`config.mk`:
```
export PLATFORM = sky130hd
export DESIGN_NAME = two_square_pair_cipher
export DESIGN_NICKNAME = d
export VERILOG_FILES = /design/src/tsq_pkg.sv /design/src/tsq_cfg_regs.sv /design/src/tsq_locate.sv /design/src/tsq_pair_core.sv /design/src/two_square_pair_cipher.sv
export SDC_FILE = /design/constraint.sdc
export NUM_CORES = 1
export LEC_CHECK = 0
export ABC_CLOCK_PERIOD_IN_PS = 7200
export BUFFER_PORTS_ARGS = -buffer_cell sky130_fd_sc_hd__buf_2
export CORE_MARGIN = 2
export CORE_UTILIZATION = 54
export DETAILED_ROUTE_END_ITERATION = 8
export PLACE_DENSITY = 0.73
export SYNTH_ARGS = -nofsm -noshare
export SYNTH_HDL_FRONTEND = slang
export SYNTH_HIERARCHICAL = 1
export SYNTH_SLANG_ARGS = --single-unit
```
`constraint.sdc`:
```
create_clock -name aclk -period 7.2 [get_ports aclk]
set_input_delay 1.44 -clock aclk [delete_from_list [all_inputs] [get_ports aclk]]
set_output_delay 1.44 -clock aclk [all_outputs]
set_load 0.03 [all_outputs]
```
`src/tsq_pkg.sv`:
```
// Package for the two-square pair cipher: payload structs, configuration
// types, register map codes and the cell-to-row/column tables.
// No dependencies.
package tsq_pkg;

    localparam int SYM_W      = 5;
    localparam int SIDE       = 5;
    localparam int CELLS      = SIDE * SIDE;
    localparam int PART_CELLS = 12;
    localparam int PART_W     = PART_CELLS * SYM_W;
    localparam int RC_W       = 3;
    localparam int IDX_W      = 5;
    localparam int APB_DW     = 64;
    localparam int APB_AW     = 6;
    localparam int REG_SEL_LO = 3;

    typedef logic [SYM_W-1:0] sym_t;
    typedef logic [CELLS-1:0][SYM_W-1:0] square_t;

    localparam sym_t PAD_RESET = 5'd23;

    typedef enum logic [2:0] {
        REG_SQ_A_P0  = 3'd0,
        REG_SQ_A_P1  = 3'd1,
        REG_SQ_A_P2  = 3'd2,
        REG_SQ_B_P0  = 3'd3,
        REG_SQ_B_P1  = 3'd4,
        REG_SQ_B_P2  = 3'd5,
        REG_DECRYPT  = 3'd6,
        REG_PAD      = 3'd7
    } reg_idx_t;

    typedef struct packed {
        sym_t first_symbol;
        sym_t second_symbol;
        logic second_present;
    } in_t;

    typedef struct packed {
        sym_t out_first;
        sym_t out_second;
        logic not_found;
    } out_t;

    typedef struct packed {
        square_t sq_a;
        square_t sq_b;
        logic    decrypt_mode;
        sym_t    pad_symbol;
    } cfg_t;

    typedef struct packed {
        logic            found;
        logic [RC_W-1:0] row;
        logic [RC_W-1:0] col;
    } loc_t;

    localparam logic [RC_W-1:0] CELL_ROW [CELLS] = '{
        3'd0, 3'd0, 3'd0, 3'd0, 3'd0,
        3'd1, 3'd1, 3'd1, 3'd1, 3'd1,
        3'd2, 3'd2, 3'd2, 3'd2, 3'd2,
        3'd3, 3'd3, 3'd3, 3'd3, 3'd3,
        3'd4, 3'd4, 3'd4, 3'd4, 3'd4
    };

    localparam logic [RC_W-1:0] CELL_COL [CELLS] = '{
        3'd0, 3'd1, 3'd2, 3'd3, 3'd4,
        3'd0, 3'd1, 3'd2, 3'd3, 3'd4,
        3'd0, 3'd1, 3'd2, 3'd3, 3'd4,
        3'd0, 3'd1, 3'd2, 3'd3, 3'd4,
        3'd0, 3'd1, 3'd2, 3'd3, 3'd4
    };

endpackage

```
`src/tsq_cfg_regs.sv`:
```
// Configuration register file behind the APB-style port: both squares,
// the mode bit and the pad symbol.
// Depends on tsq_pkg.
module tsq_cfg_regs
    import tsq_pkg::*;
(
    input  logic              aclk,
    input  logic              aresetn,
    input  logic              psel,
    input  logic              penable,
    input  logic              pwrite,
    input  logic [APB_AW-1:0] paddr,
    input  logic [APB_DW-1:0] pwdata,
    output logic [APB_DW-1:0] prdata,
    output logic              pready,
    output cfg_t              cfg
);

    cfg_t     cfg_reg;
    cfg_t     cfg_next;
    reg_idx_t sel;
    logic     wr_en;

    assign sel    = reg_idx_t'(paddr[APB_AW-1:REG_SEL_LO]);
    assign wr_en  = psel && penable && pwrite;
    assign pready = 1'b1;
    assign cfg    = cfg_reg;

    always_comb begin
        cfg_next = cfg_reg;
        if (wr_en) begin
            unique case (sel)
                REG_SQ_A_P0: begin
                    for (int k = 0; k < PART_CELLS; k++) begin
                        cfg_next.sq_a[k] = pwdata[k*SYM_W +: SYM_W];
                    end
                end
                REG_SQ_A_P1: begin
                    for (int k = 0; k < PART_CELLS; k++) begin
                        cfg_next.sq_a[PART_CELLS+k] = pwdata[k*SYM_W +: SYM_W];
                    end
                end
                REG_SQ_A_P2: cfg_next.sq_a[CELLS-1] = pwdata[SYM_W-1:0];
                REG_SQ_B_P0: begin
                    for (int k = 0; k < PART_CELLS; k++) begin
                        cfg_next.sq_b[k] = pwdata[k*SYM_W +: SYM_W];
                    end
                end
                REG_SQ_B_P1: begin
                    for (int k = 0; k < PART_CELLS; k++) begin
                        cfg_next.sq_b[PART_CELLS+k] = pwdata[k*SYM_W +: SYM_W];
                    end
                end
                REG_SQ_B_P2: cfg_next.sq_b[CELLS-1] = pwdata[SYM_W-1:0];
                REG_DECRYPT: cfg_next.decrypt_mode = pwdata[0];
                REG_PAD:     cfg_next.pad_symbol = pwdata[SYM_W-1:0];
                default:     cfg_next = cfg_reg;
            endcase
        end
    end

    always_comb begin
        prdata = '0;
        unique case (sel)
            REG_SQ_A_P0: begin
                for (int k = 0; k < PART_CELLS; k++) begin
                    prdata[k*SYM_W +: SYM_W] = cfg_reg.sq_a[k];
                end
            end
            REG_SQ_A_P1: begin
                for (int k = 0; k < PART_CELLS; k++) begin
                    prdata[k*SYM_W +: SYM_W] = cfg_reg.sq_a[PART_CELLS+k];
                end
            end
            REG_SQ_A_P2: prdata[SYM_W-1:0] = cfg_reg.sq_a[CELLS-1];
            REG_SQ_B_P0: begin
                for (int k = 0; k < PART_CELLS; k++) begin
                    prdata[k*SYM_W +: SYM_W] = cfg_reg.sq_b[k];
                end
            end
            REG_SQ_B_P1: begin
                for (int k = 0; k < PART_CELLS; k++) begin
                    prdata[k*SYM_W +: SYM_W] = cfg_reg.sq_b[PART_CELLS+k];
                end
            end
            REG_SQ_B_P2: prdata[SYM_W-1:0] = cfg_reg.sq_b[CELLS-1];
            REG_DECRYPT: prdata[0] = cfg_reg.decrypt_mode;
            REG_PAD:     prdata[SYM_W-1:0] = cfg_reg.pad_symbol;
            default:     prdata = '0;
        endcase
    end

    always_ff @(posedge aclk) begin
        if (!aresetn) begin
            cfg_reg.sq_a         <= '0;
            cfg_reg.sq_b         <= '0;
            cfg_reg.decrypt_mode <= 1'b0;
            cfg_reg.pad_symbol   <= PAD_RESET;
        end else begin
            cfg_reg <= cfg_next;
        end
    end

endmodule

```
`src/tsq_locate.sv`:
```
// Parallel search of one 5x5 square for a symbol; the lowest matching
// cell wins and is reported as row and column.
// Depends on tsq_pkg.
module tsq_locate
    import tsq_pkg::*;
(
    input  square_t sq,
    input  sym_t    sym,
    output loc_t    loc
);

    // Scanning from the top cell down lets the lowest match overwrite.
    always_comb begin
        loc = '0;
        for (int i = CELLS - 1; i >= 0; i--) begin
            if (sq[i] == sym) begin
                loc.found = 1'b1;
                loc.row   = CELL_ROW[i];
                loc.col   = CELL_COL[i];
            end
        end
    end

endmodule

```
`src/tsq_pair_core.sv`:
```
// Combinational digraph transform: padding, square lookups and the
// two-square substitution rule for both modes.
// Depends on tsq_pkg and tsq_locate.
module tsq_pair_core
    import tsq_pkg::*;
(
    input  cfg_t cfg,
    input  in_t  item,
    output out_t res
);

    sym_t        s1;
    sym_t        s2;
    square_t     sq_f;
    square_t     sq_s;
    loc_t        loc_x;
    loc_t        loc_y;
    logic [IDX_W-1:0] idx1;
    logic [IDX_W-1:0] idx2;

    assign s1 = item.first_symbol;
    assign s2 = item.second_present ? item.second_symbol : cfg.pad_symbol;

    // The first symbol is searched in the first square (A when encrypting,
    // B when decrypting) and the second in the other one. In both modes the
    // first output then comes from the second square and vice versa.
    assign sq_f = cfg.decrypt_mode ? cfg.sq_b : cfg.sq_a;
    assign sq_s = cfg.decrypt_mode ? cfg.sq_a : cfg.sq_b;

    tsq_locate u_loc_x (
        .sq  (sq_f),
        .sym (s1),
        .loc (loc_x)
    );

    tsq_locate u_loc_y (
        .sq  (sq_s),
        .sym (s2),
        .loc (loc_y)
    );

    // Cell number is row * 5 + column, built as row * 4 + row + column.
    assign idx1 = {loc_x.row, 2'b00} + {2'b00, loc_x.row} + {2'b00, loc_y.col};
    assign idx2 = {loc_y.row, 2'b00} + {2'b00, loc_y.row} + {2'b00, loc_x.col};

    always_comb begin
        res = '0;
        if (!(loc_x.found && loc_y.found)) begin
            res.not_found = 1'b1;
        end else if (loc_x.row != loc_y.row) begin
            res.out_first  = sq_s[idx1];
            res.out_second = sq_f[idx2];
        end else begin
            res.out_first  = s2;
            res.out_second = s1;
        end
    end

endmodule

```
`src/two_square_pair_cipher.sv`:
```
// Two-square digraph cipher: top level with the input and result registers.
// Depends on tsq_pkg, tsq_cfg_regs and tsq_pair_core.
//
// Usage:
//   Input channel s_valid/s_ready/s_data carries one symbol pair per word;
//   when second_present is low the configured pad symbol replaces the
//   second symbol. Result channel m_valid/m_ready/m_data returns one
//   transformed pair per input word, in order, with not_found set (and both
//   symbols zero) when a symbol is missing from its square.
//   Squares, mode and pad symbol are loaded through the APB-style port while
//   the block is idle; each register sits at byte address 8 * index.
// Timing:
//   An accepted word first sits in the input register, then the square
//   search and substitution land in the result register. Throughput is one
//   word per cycle while the receiver takes results, set by the
//   combinational parallel search over both squares.
// Reset and stall:
//   aresetn (synchronous, active low) empties both registers and loads the
//   default configuration (zero squares, encrypt, pad symbol 23). When the
//   receiver stalls, one word waits in each register before s_ready drops.
module two_square_pair_cipher
    import tsq_pkg::*;
(
    input  logic              aclk,
    input  logic              aresetn,
    input  logic              s_valid,
    output logic              s_ready,
    input  in_t               s_data,
    output logic              m_valid,
    input  logic              m_ready,
    output out_t              m_data,
    input  logic              psel,
    input  logic              penable,
    input  logic              pwrite,
    input  logic [APB_AW-1:0] paddr,
    input  logic [APB_DW-1:0] pwdata,
    output logic [APB_DW-1:0] prdata,
    output logic              pready
);

    cfg_t cfg;
    logic in_vld_reg;
    logic in_vld_next;
    in_t  in_data_reg;
    logic out_vld_reg;
    logic out_vld_next;
    out_t out_data_reg;
    out_t core_res;
    logic out_adv;

    tsq_cfg_regs u_cfg (
        .aclk    (aclk),
        .aresetn (aresetn),
        .psel    (psel),
        .penable (penable),
        .pwrite  (pwrite),
        .paddr   (paddr),
        .pwdata  (pwdata),
        .prdata  (prdata),
        .pready  (pready),
        .cfg     (cfg)
    );

    tsq_pair_core u_core (
        .cfg  (cfg),
        .item (in_data_reg),
        .res  (core_res)
    );

    assign out_adv = !out_vld_reg || m_ready;
    assign s_ready = !in_vld_reg || out_adv;
    assign m_valid = out_vld_reg;
    assign m_data  = out_data_reg;

    always_comb begin
        in_vld_next  = s_ready ? s_valid : in_vld_reg;
        out_vld_next = out_adv ? in_vld_reg : out_vld_reg;
    end

    always_ff @(posedge aclk) begin
        if (!aresetn) begin
            in_vld_reg  <= 1'b0;
            out_vld_reg <= 1'b0;
        end else begin
            in_vld_reg  <= in_vld_next;
            out_vld_reg <= out_vld_next;
        end
    end

    always_ff @(posedge aclk) begin
        if (s_valid && s_ready) begin
            in_data_reg <= s_data;
        end
        if (out_adv && in_vld_reg) begin
            out_data_reg <= core_res;
        end
    end

`ifndef SYNTHESIS
    a_nf_zero: assert property (@(posedge aclk) disable iff (!aresetn)
        m_valid && m_data.not_found |-> m_data.out_first == '0 && m_data.out_second == '0)
        else $error("not_found result carries nonzero symbols");

    a_rise_src: assert property (@(posedge aclk) disable iff (!aresetn)
        $rose(m_valid) |-> $past(in_vld_reg))
        else $error("result appeared without a word in the input register");

    a_fill: assert property (@(posedge aclk) disable iff (!aresetn)
        in_vld_reg && !m_valid |=> m_valid)
        else $error("input word did not move into an empty result register");
`endif

endmodule
```
==> results of run 1 <==
## cells in the mapped netlist, types with 17 or more instances
library cell,instances,share of area [%]
nand2_1,344,5.6
mux2i_1,325,14
dfxtp_1,258,22
mux2_2,258,13
xnor2_1,135,5.1
mux4_2,125,12
xor2_1,124,4.7
buf_2,78,1.7
clkbuf_1,64,1.0
nand3_1,61,1.3
o2bb2ai_1,56,2.1
a22o_1,55,2.1
nor3_1,55,1.2
nor2_1,46,0.74
buf_4,35,1.1
edfxtp_1,22,2.8
buf_6,19,0.92
o21ai_0,19,0.41
a211oi_1,17,0.55
inv_1,17,0.28
## layer usage
layer	vias up	GRT usage [%]	wire, µm
li1	8586	-	-
met1	9851	50.04	33720
met2	1047	61.13	39040
met3	195	5.575	7348
met4	2	14.84	4035
met5	-	0	13
## how the worst max path moves through the flow
stage	end	slack, ns	cells past startpoint
2_1_floorplan	m_data[3]	1.10	23
6_report	m_data[9]	0.77	17
3_5_place_dp	m_data[3]	1.08	18
5_1_grt	m_data[2]	0.67	18
4_1_cts	m_data[3]	1.05	18
3_3_place_gp	m_data[3]	1.13	18
## logic make-up after synthesis
logic type               after synthesis
other                                  2
AO/OA/AOI/OAI                        232
XOR/XNOR                             259
flip-flops                           280
multiplexers                         722
adder cells (fa/ha/maj)               14
buffers and inverters                221
AND/OR/NAND/NOR                      571
## power by group through the flow
stage / Sequential, mW / Combinational, mW / Clock (mW)
after floorplan: 1.64 / 0.516 / 0
after global placement: 1.65 / 0.773 / 0
after detailed placement: 1.65 / 0.780 / 0
after CTS: 1.62 / 0.782 / 1.62
after global routing: 1.62 / 0.836 / 1.68
final: 1.62 / 0.802 / 1.61
## through the flow
step	hold WS, ns	instances	power (mW)
finish	0.4914	2936	4.028
global placement	0.4573	2881	2.421
floorplan	0.4455	2304	2.157
detailed placement	0.4716	2881	2.430
CTS	0.4874	2935	4.021
global route	0.5202	2935	4.138
## worst register-to-register path: stages (launching register included)
cell and delay, ns:
dfxtp_4 0.68, buf_12 0.35, buf_4 0.36, mux2_2 0.38, xor2_1 0.14, nor3_1 0.36, nand3_1 0.32, nand4_1 0.36
o21ai_0 0.12, a21oi_1 0.23, nor3_1 0.11, fa_1 0.56, fa_1 0.50, buf_4 0.20, buf_4 0.19, nor4_1 0.50
a221oi_1 0.19, nor3_1 0.59
## layout by cell type, fill, tap and decap left out, types with 8 or more instances in the layout
cell type / count
dfxtp_1: 257
a21oi_1: 13
mux4_1: 8
xnor2_1: 135
clkbuf_16: 32
mux4_2: 125
o21ai_0: 19
nor2_1: 45
buf_2: 151
mux2i_1: 325
buf_4: 76
edfxtp_1: 22
o31ai_1: 13
o2bb2ai_1: 56
inv_1: 16
a211oi_1: 17
nand3_1: 61
nand2_1: 344
buf_12: 12
xor2_1: 124
ha_1: 8
nor3_1: 55
a22o_1: 55
mux2_2: 258
and2_1: 8
## area by class of cell
class / instances / area [µm²]
fillers: 3545 / 16740
multi-input cells: 1803 / 16210
flip-flops and latches: 280 / 5829
repair buffers: 240 / 1582
clock buffers: 46 / 923.4
well taps: 539 / 674.4
clock inverters: 8 / 105.1
inverters: 19 / 71.32
diodes: 1 / 2.502
==> flow_summary.toml, run 1 <==
[outcome]
status = "complete, no violations"

[yosys]
synth-edff-count = 22
synth_top_family_by_area = "multiplexers"
synthSimpleGateAreaFrac_pct = 11.13
seq_area_frac_synth_pct = 25.11
synth_seq_cells = 280
synth_area_mm2 = 0.02320
synth_ff_type = "dfxtp_1"
synth_xor_area_share_pct = 9.779
ys_warn_count = 6
synth_cell_types = 75
ys_async_sr_fraction_pct = 0
synth_fa_ha_area_share_pct = 0.8846
synthMuxAreaShare_pct = 39.94
synth_compound_area_share_pct = 7.870
synth_area_per_cell_um2 = 10.08
syn_inst = 2301

[job]
drv_cap = 0

[cts]
numClockSinks = 280
root_buffer = "clkbuf_16"
cts_max_path_buffers = 3
cts_hold_buffers = 0
clk-insertion-delay-late_ns = 0.60
path_clk_slew_ns = 0.07
htreeDepth = 1
postCtsSetupRepairBufs = 0
cts_buffers = 30
cts_tree = "done"
ctsResizeCount = 0

[power_and_ir_drop]
swShare_pct = 29.48
power_leakage_nw = 10.40
p_int_mw = 2.840
comb_power_share_pct = 19.9
p_switching_mw = 1.187
p_seq_share_pct = 40.2
powerDensity_mw_per_mm2 = 158.6
vdd_drop_max_v = 0.0001785
p_clk_share_pct = 39.9

[die]
dieArea_mm2 = 0.04463
start_util_pct = 55.05
die_w_um = 211.3
core_area_mm2 = 0.04213
pin_count = 166
chipHeight_um = 211.3
rows = 75

[sta]
finalCritPeriodShare_pct = 89.27
max_slew.worst_pin.slew_ns = 0.9511
fmax_mhz = 155.6
hold_viol_final = 0
report.final.slew_viol_count = 0
finalSetupViolCount = 0
rsz0062_at_grt = "false"
relSlewSlack_pct = 36.46
fin_worst_skew_ns = 0.01669
fin_ws_ns = 0.7728
period_needed_ns = 6.427
finalSetupTns_ns = 0

[cells_and_area]
layout-drive-gt1-share_pct = 29.30
design_area_mm2 = 0.02540
fin_nets = 2476
fin_util_pct = 60.28
area_growth_pct = 9.488
largest_register_ffs = 256

[critical_path]
worst_r2r_startpoint = "u_cfg/cfg[5]"
worstPathRequired_ns = 7.50
critPathMaxFanout = 52
worstReg2RegEnd = "m_data[9]"
worstSetupEndpointType = "flop"
arrival_ns = 6.72
ff2ff_path_depth = 17
path_class = "reg -> reg"
critPathBufInv = 4
worst_path_largest_cell_delay_ns = 0.68
crit_chain = "buf_12, buf_4, mux2_2, xor2_1, nor3_1, nand3_1, nand4_1, o21ai_0, a21oi_1, nor3_1, fa_1, fa_1, buf_4, buf_4, nor4_1, a221oi_1, nor3_1"
crit_family = "simple AND/OR/NAND/NOR gates"
start_kind = "flop"
cpMaxStageDelayCell = "dfxtp_4"
cp-startpoint = "u_cfg/cfg[5]"
r2r_slack_ns = 0.77

[route]
wire_per_inst_um = 28.66
routed_wl_um = 84160
drcViolationCount = 0
vias_per_cell = 6.703
ant_nets = 0
dr_total_vias = 19680
drt_iter0_markers = 2390
dr.pass1.iters = 6

[grt]
grt_pass1_vias = 19010
antenna_found_initial = 1
grt_first_pass_wirelength_um = 125200
grt_overflow = 0
grt_start_max_net_pins = 134
grt_use_total_pct = 37.46

[place]
place_area_mm2 = 0.02437
portBuffers = 153
place.gp.congestion = 1.018
dp_hpwl_um = 61680
preCtsSetupSlack_ns = 1.078

[hold_path]
worstHoldPathCells = 2
hp-start = "u_cfg/cfg[130]"
hold_path.class = "reg -> reg"
hold_end = "u_cfg/cfg[130]"
No activity file was read; power rests on OpenSTA's default activity.
==> run 2: changes to the inputs <==
--- a/config.mk
+++ b/config.mk
@@ -13,5 +13,4 @@
 export PLACE_DENSITY = 0.73
 export SYNTH_ARGS = -nofsm -noshare
 export SYNTH_HDL_FRONTEND = slang
-export SYNTH_HIERARCHICAL = 1
 export SYNTH_SLANG_ARGS = --single-unit
==> run 2 against run 1 <==
Net effect:
- synthesized cell count is 4.8% higher
- total power decreased by 1.4%
- clock skew rose by 0.0033 ns
- maximum frequency shrank 6.3%
- count of clock-buffer cells in the layout stayed put
- design area decreased by 2.7%
- register-to-register slack got worse by 0.43 ns
- hold slack gained 0.028 ns
- critical path depth increased by 3
- final cell count rose by 3.2%
- highest routed layer unchanged
- sequential power hardly changed
- critical path type unchanged
- global-route usage up 0.50 points
- largest cell class unchanged
==> flow_summary.toml, run 2 <==
[critical_path]
path_class = "reg -> reg"
start_kind = "flop"
worst_path_largest_cell_delay_ns = 0.63
worstSetupEndpointType = "flop"
crit_chain = "buf_4, buf_12, buf_4, mux2i_1, xnor2_1, nor4_1, buf_4, a22oi_1, and4bb_1, nand3_1, inv_1, ha_1, ha_1, buf_12, mux4_2, mux2i_1, a21oi_1, mux2i_1, a2111oi_0, mux2_4"
worstPathRequired_ns = 7.53
crit_family = "multiplexers"
cpMaxStageDelayCell = "dfxtp_4"
cp-startpoint = "u_cfg.cfg[5]"
worst_r2r_startpoint = "u_cfg.cfg[5]"
arrival_ns = 7.19
critPathBufInv = 6
critPathMaxFanout = 47

[sta]
finalCritPeriodShare_pct = 95.23
fin_ws_ns = 0.3433
finalSetupTns_ns = 0
hold_viol_final = 0
whs_ns = 0.5192
report.final.slew_viol_count = 0
rsz0062_at_grt = "false"
max_slew.worst_pin.slew_ns = 1.110
finalSetupViolCount = 0
fin_worst_skew_ns = 0.02002
relSlewSlack_pct = 25.45
period_needed_ns = 6.857
fmax_mhz = 145.8

[route]
vias_per_cell = 6.712
wire_per_inst_um = 27.91
routed_wl_um = 84570
ant_nets = 0
drt_iter0_markers = 2773
dr_total_vias = 20340
drcViolationCount = 0
dr.pass1.iters = 7

[yosys]
syn_inst = 2411
synth_seq_cells = 280
synth-edff-count = 22
seq_area_frac_synth_pct = 25.80
yosys-top-cells-area = "dfxtp_1 (23%), mux4_2 (14%), mux2i_1 (13%), nand2_1 (8.6%), a21boi_0 (8.0%)"
yosysTopAreaCellShare_pct = 22.88
synth_area_per_cell_um2 = 9.365
ys_async_sr_fraction_pct = 0
synth.cells.most_frequent = "nand2_1 (516), mux2i_1 (288), dfxtp_1 (258)"
ys_warn_count = 0
synth_ff_type = "dfxtp_1"
synth_most_common_cell = "nand2_1"
yosysTopAreaCell = "dfxtp_1"
synth_cell_types = 83
synth_area_mm2 = 0.02258

[cts]
path_clk_slew_ns = 0.06
postCtsSetupRepairBufs = 0
ctsResizeCount = 0
clk-insertion-delay-late_ns = 0.59
numClockSinks = 280
htreeDepth = 1
cts_buffers = 31
root_buffer = "clkbuf_16"
cts_max_path_buffers = 3
cts_tree = "done"
cts_hold_buffers = 0

[cells_and_area]
area_growth_pct = 9.415
final_common_cell = "nand2_1"
fin_util_pct = 60.23
multi_input_area_mm2 = 0.01568
fill_cells = 3536
largest_register_ffs = 256
layout-drive-gt1-share_pct = 19.07
fin_nets = 2575
design_area_mm2 = 0.02470
stdcell_count = 3030
final_cell_mix = "nand2_1 (512), mux2i_1 (288), dfxtp_1 (257)"
seq_area_mm2 = 0.005829

[die]
pin_count = 166
rows = 74
core_area_mm2 = 0.04102
chipHeight_um = 208.5
dieArea_mm2 = 0.04346
die_w_um = 208.5
start_util_pct = 55.05

[grt]
grt_pass1_vias = 18950
grt_overflow = 0
antenna_found_initial = 4
grt_use_total_pct = 37.96
grt_first_pass_wirelength_um = 125700
grt_start_max_net_pins = 138

[power_and_ir_drop]
vdd_drop_max_v = 0.0001551
powerDensity_mw_per_mm2 = 160.7
power_leakage_nw = 7.832
total_power_mw = 3.970

[job]
drv_cap = 0

[place]
dp_hpwl_um = 60500
portBuffers = 153
place.gp.congestion = 1.012
place_area_mm2 = 0.02365
preCtsSetupSlack_ns = 0.5735
dp_cells = 2972

[hold_path]
hold_path.class = "reg -> reg"
hp-start = "u_cfg.cfg[17]"

[outcome]
status = "complete, no violations"
==> run 2: worst min-delay path, stage by stage (launching register included) <==
cell and delay [ns]:
dfxtp_1 0.34, nand2_1 0.06, a21boi_0 0.06
==> run 2: cell type report <==
type / instances / area share, %
multi-input combinational: 1916 / 63.47
sequential: 280 / 23.60
timing repair buffer: 230 / 5.769
clock buffer: 46 / 3.870
tap: 532 / 2.694
clock inverter: 10 / 0.3647
inverter: 14 / 0.2127
antenna: 2 / 0.02026
==> run 2: final timing paths <==
kind                         to  slack (ns)  cells after the start
hold reg to reg   u_cfg.cfg[17]        0.52                      2
hold / removal    u_cfg.cfg[17]        0.52                      2
setup / recovery      m_data[8]        0.34                     20
setup reg to reg      m_data[8]        0.34                     20
==> run 2: report_power, final <==
part	switching (mW)	leakage [nW]	internal, mW
combinational	0.432	5.02	0.288
sequential	0.0325	2.29	1.59
clock	0.678	0.521	0.953
total	1.14	7.83	2.83
==> run 2: kinds of logic (layout without fill, tap and decap cells) <==
kind of cell | Yosys count | in the layout | synth area share [%]
AND/OR/NAND/NOR | 730 | 730 | 14.27
AO/OA/AOI/OAI | 474 | 474 | 16.41
multiplexers | 439 | 439 | 27.48
flip-flops | 280 | 280 | 25.80
XOR/XNOR | 254 | 254 | 9.886
buffers and inverters | 218 | 300 | 5.209
adder cells (fa/ha/maj) | 14 | 14 | 0.9089
other | 2 | 7 | 0.03326
==> run 2: routing by layer <==
layer / global-route usage, % / part of all wire (%) / vias to the layer above
li1: - / - / 8857
met1: 52.86 / 41 / 10140
met2: 61.25 / 47 / 1160
met3: 5.781 / 9.3 / 176
met4: 10.84 / 3.3 / 2
met5: 0 / 0.025 / -
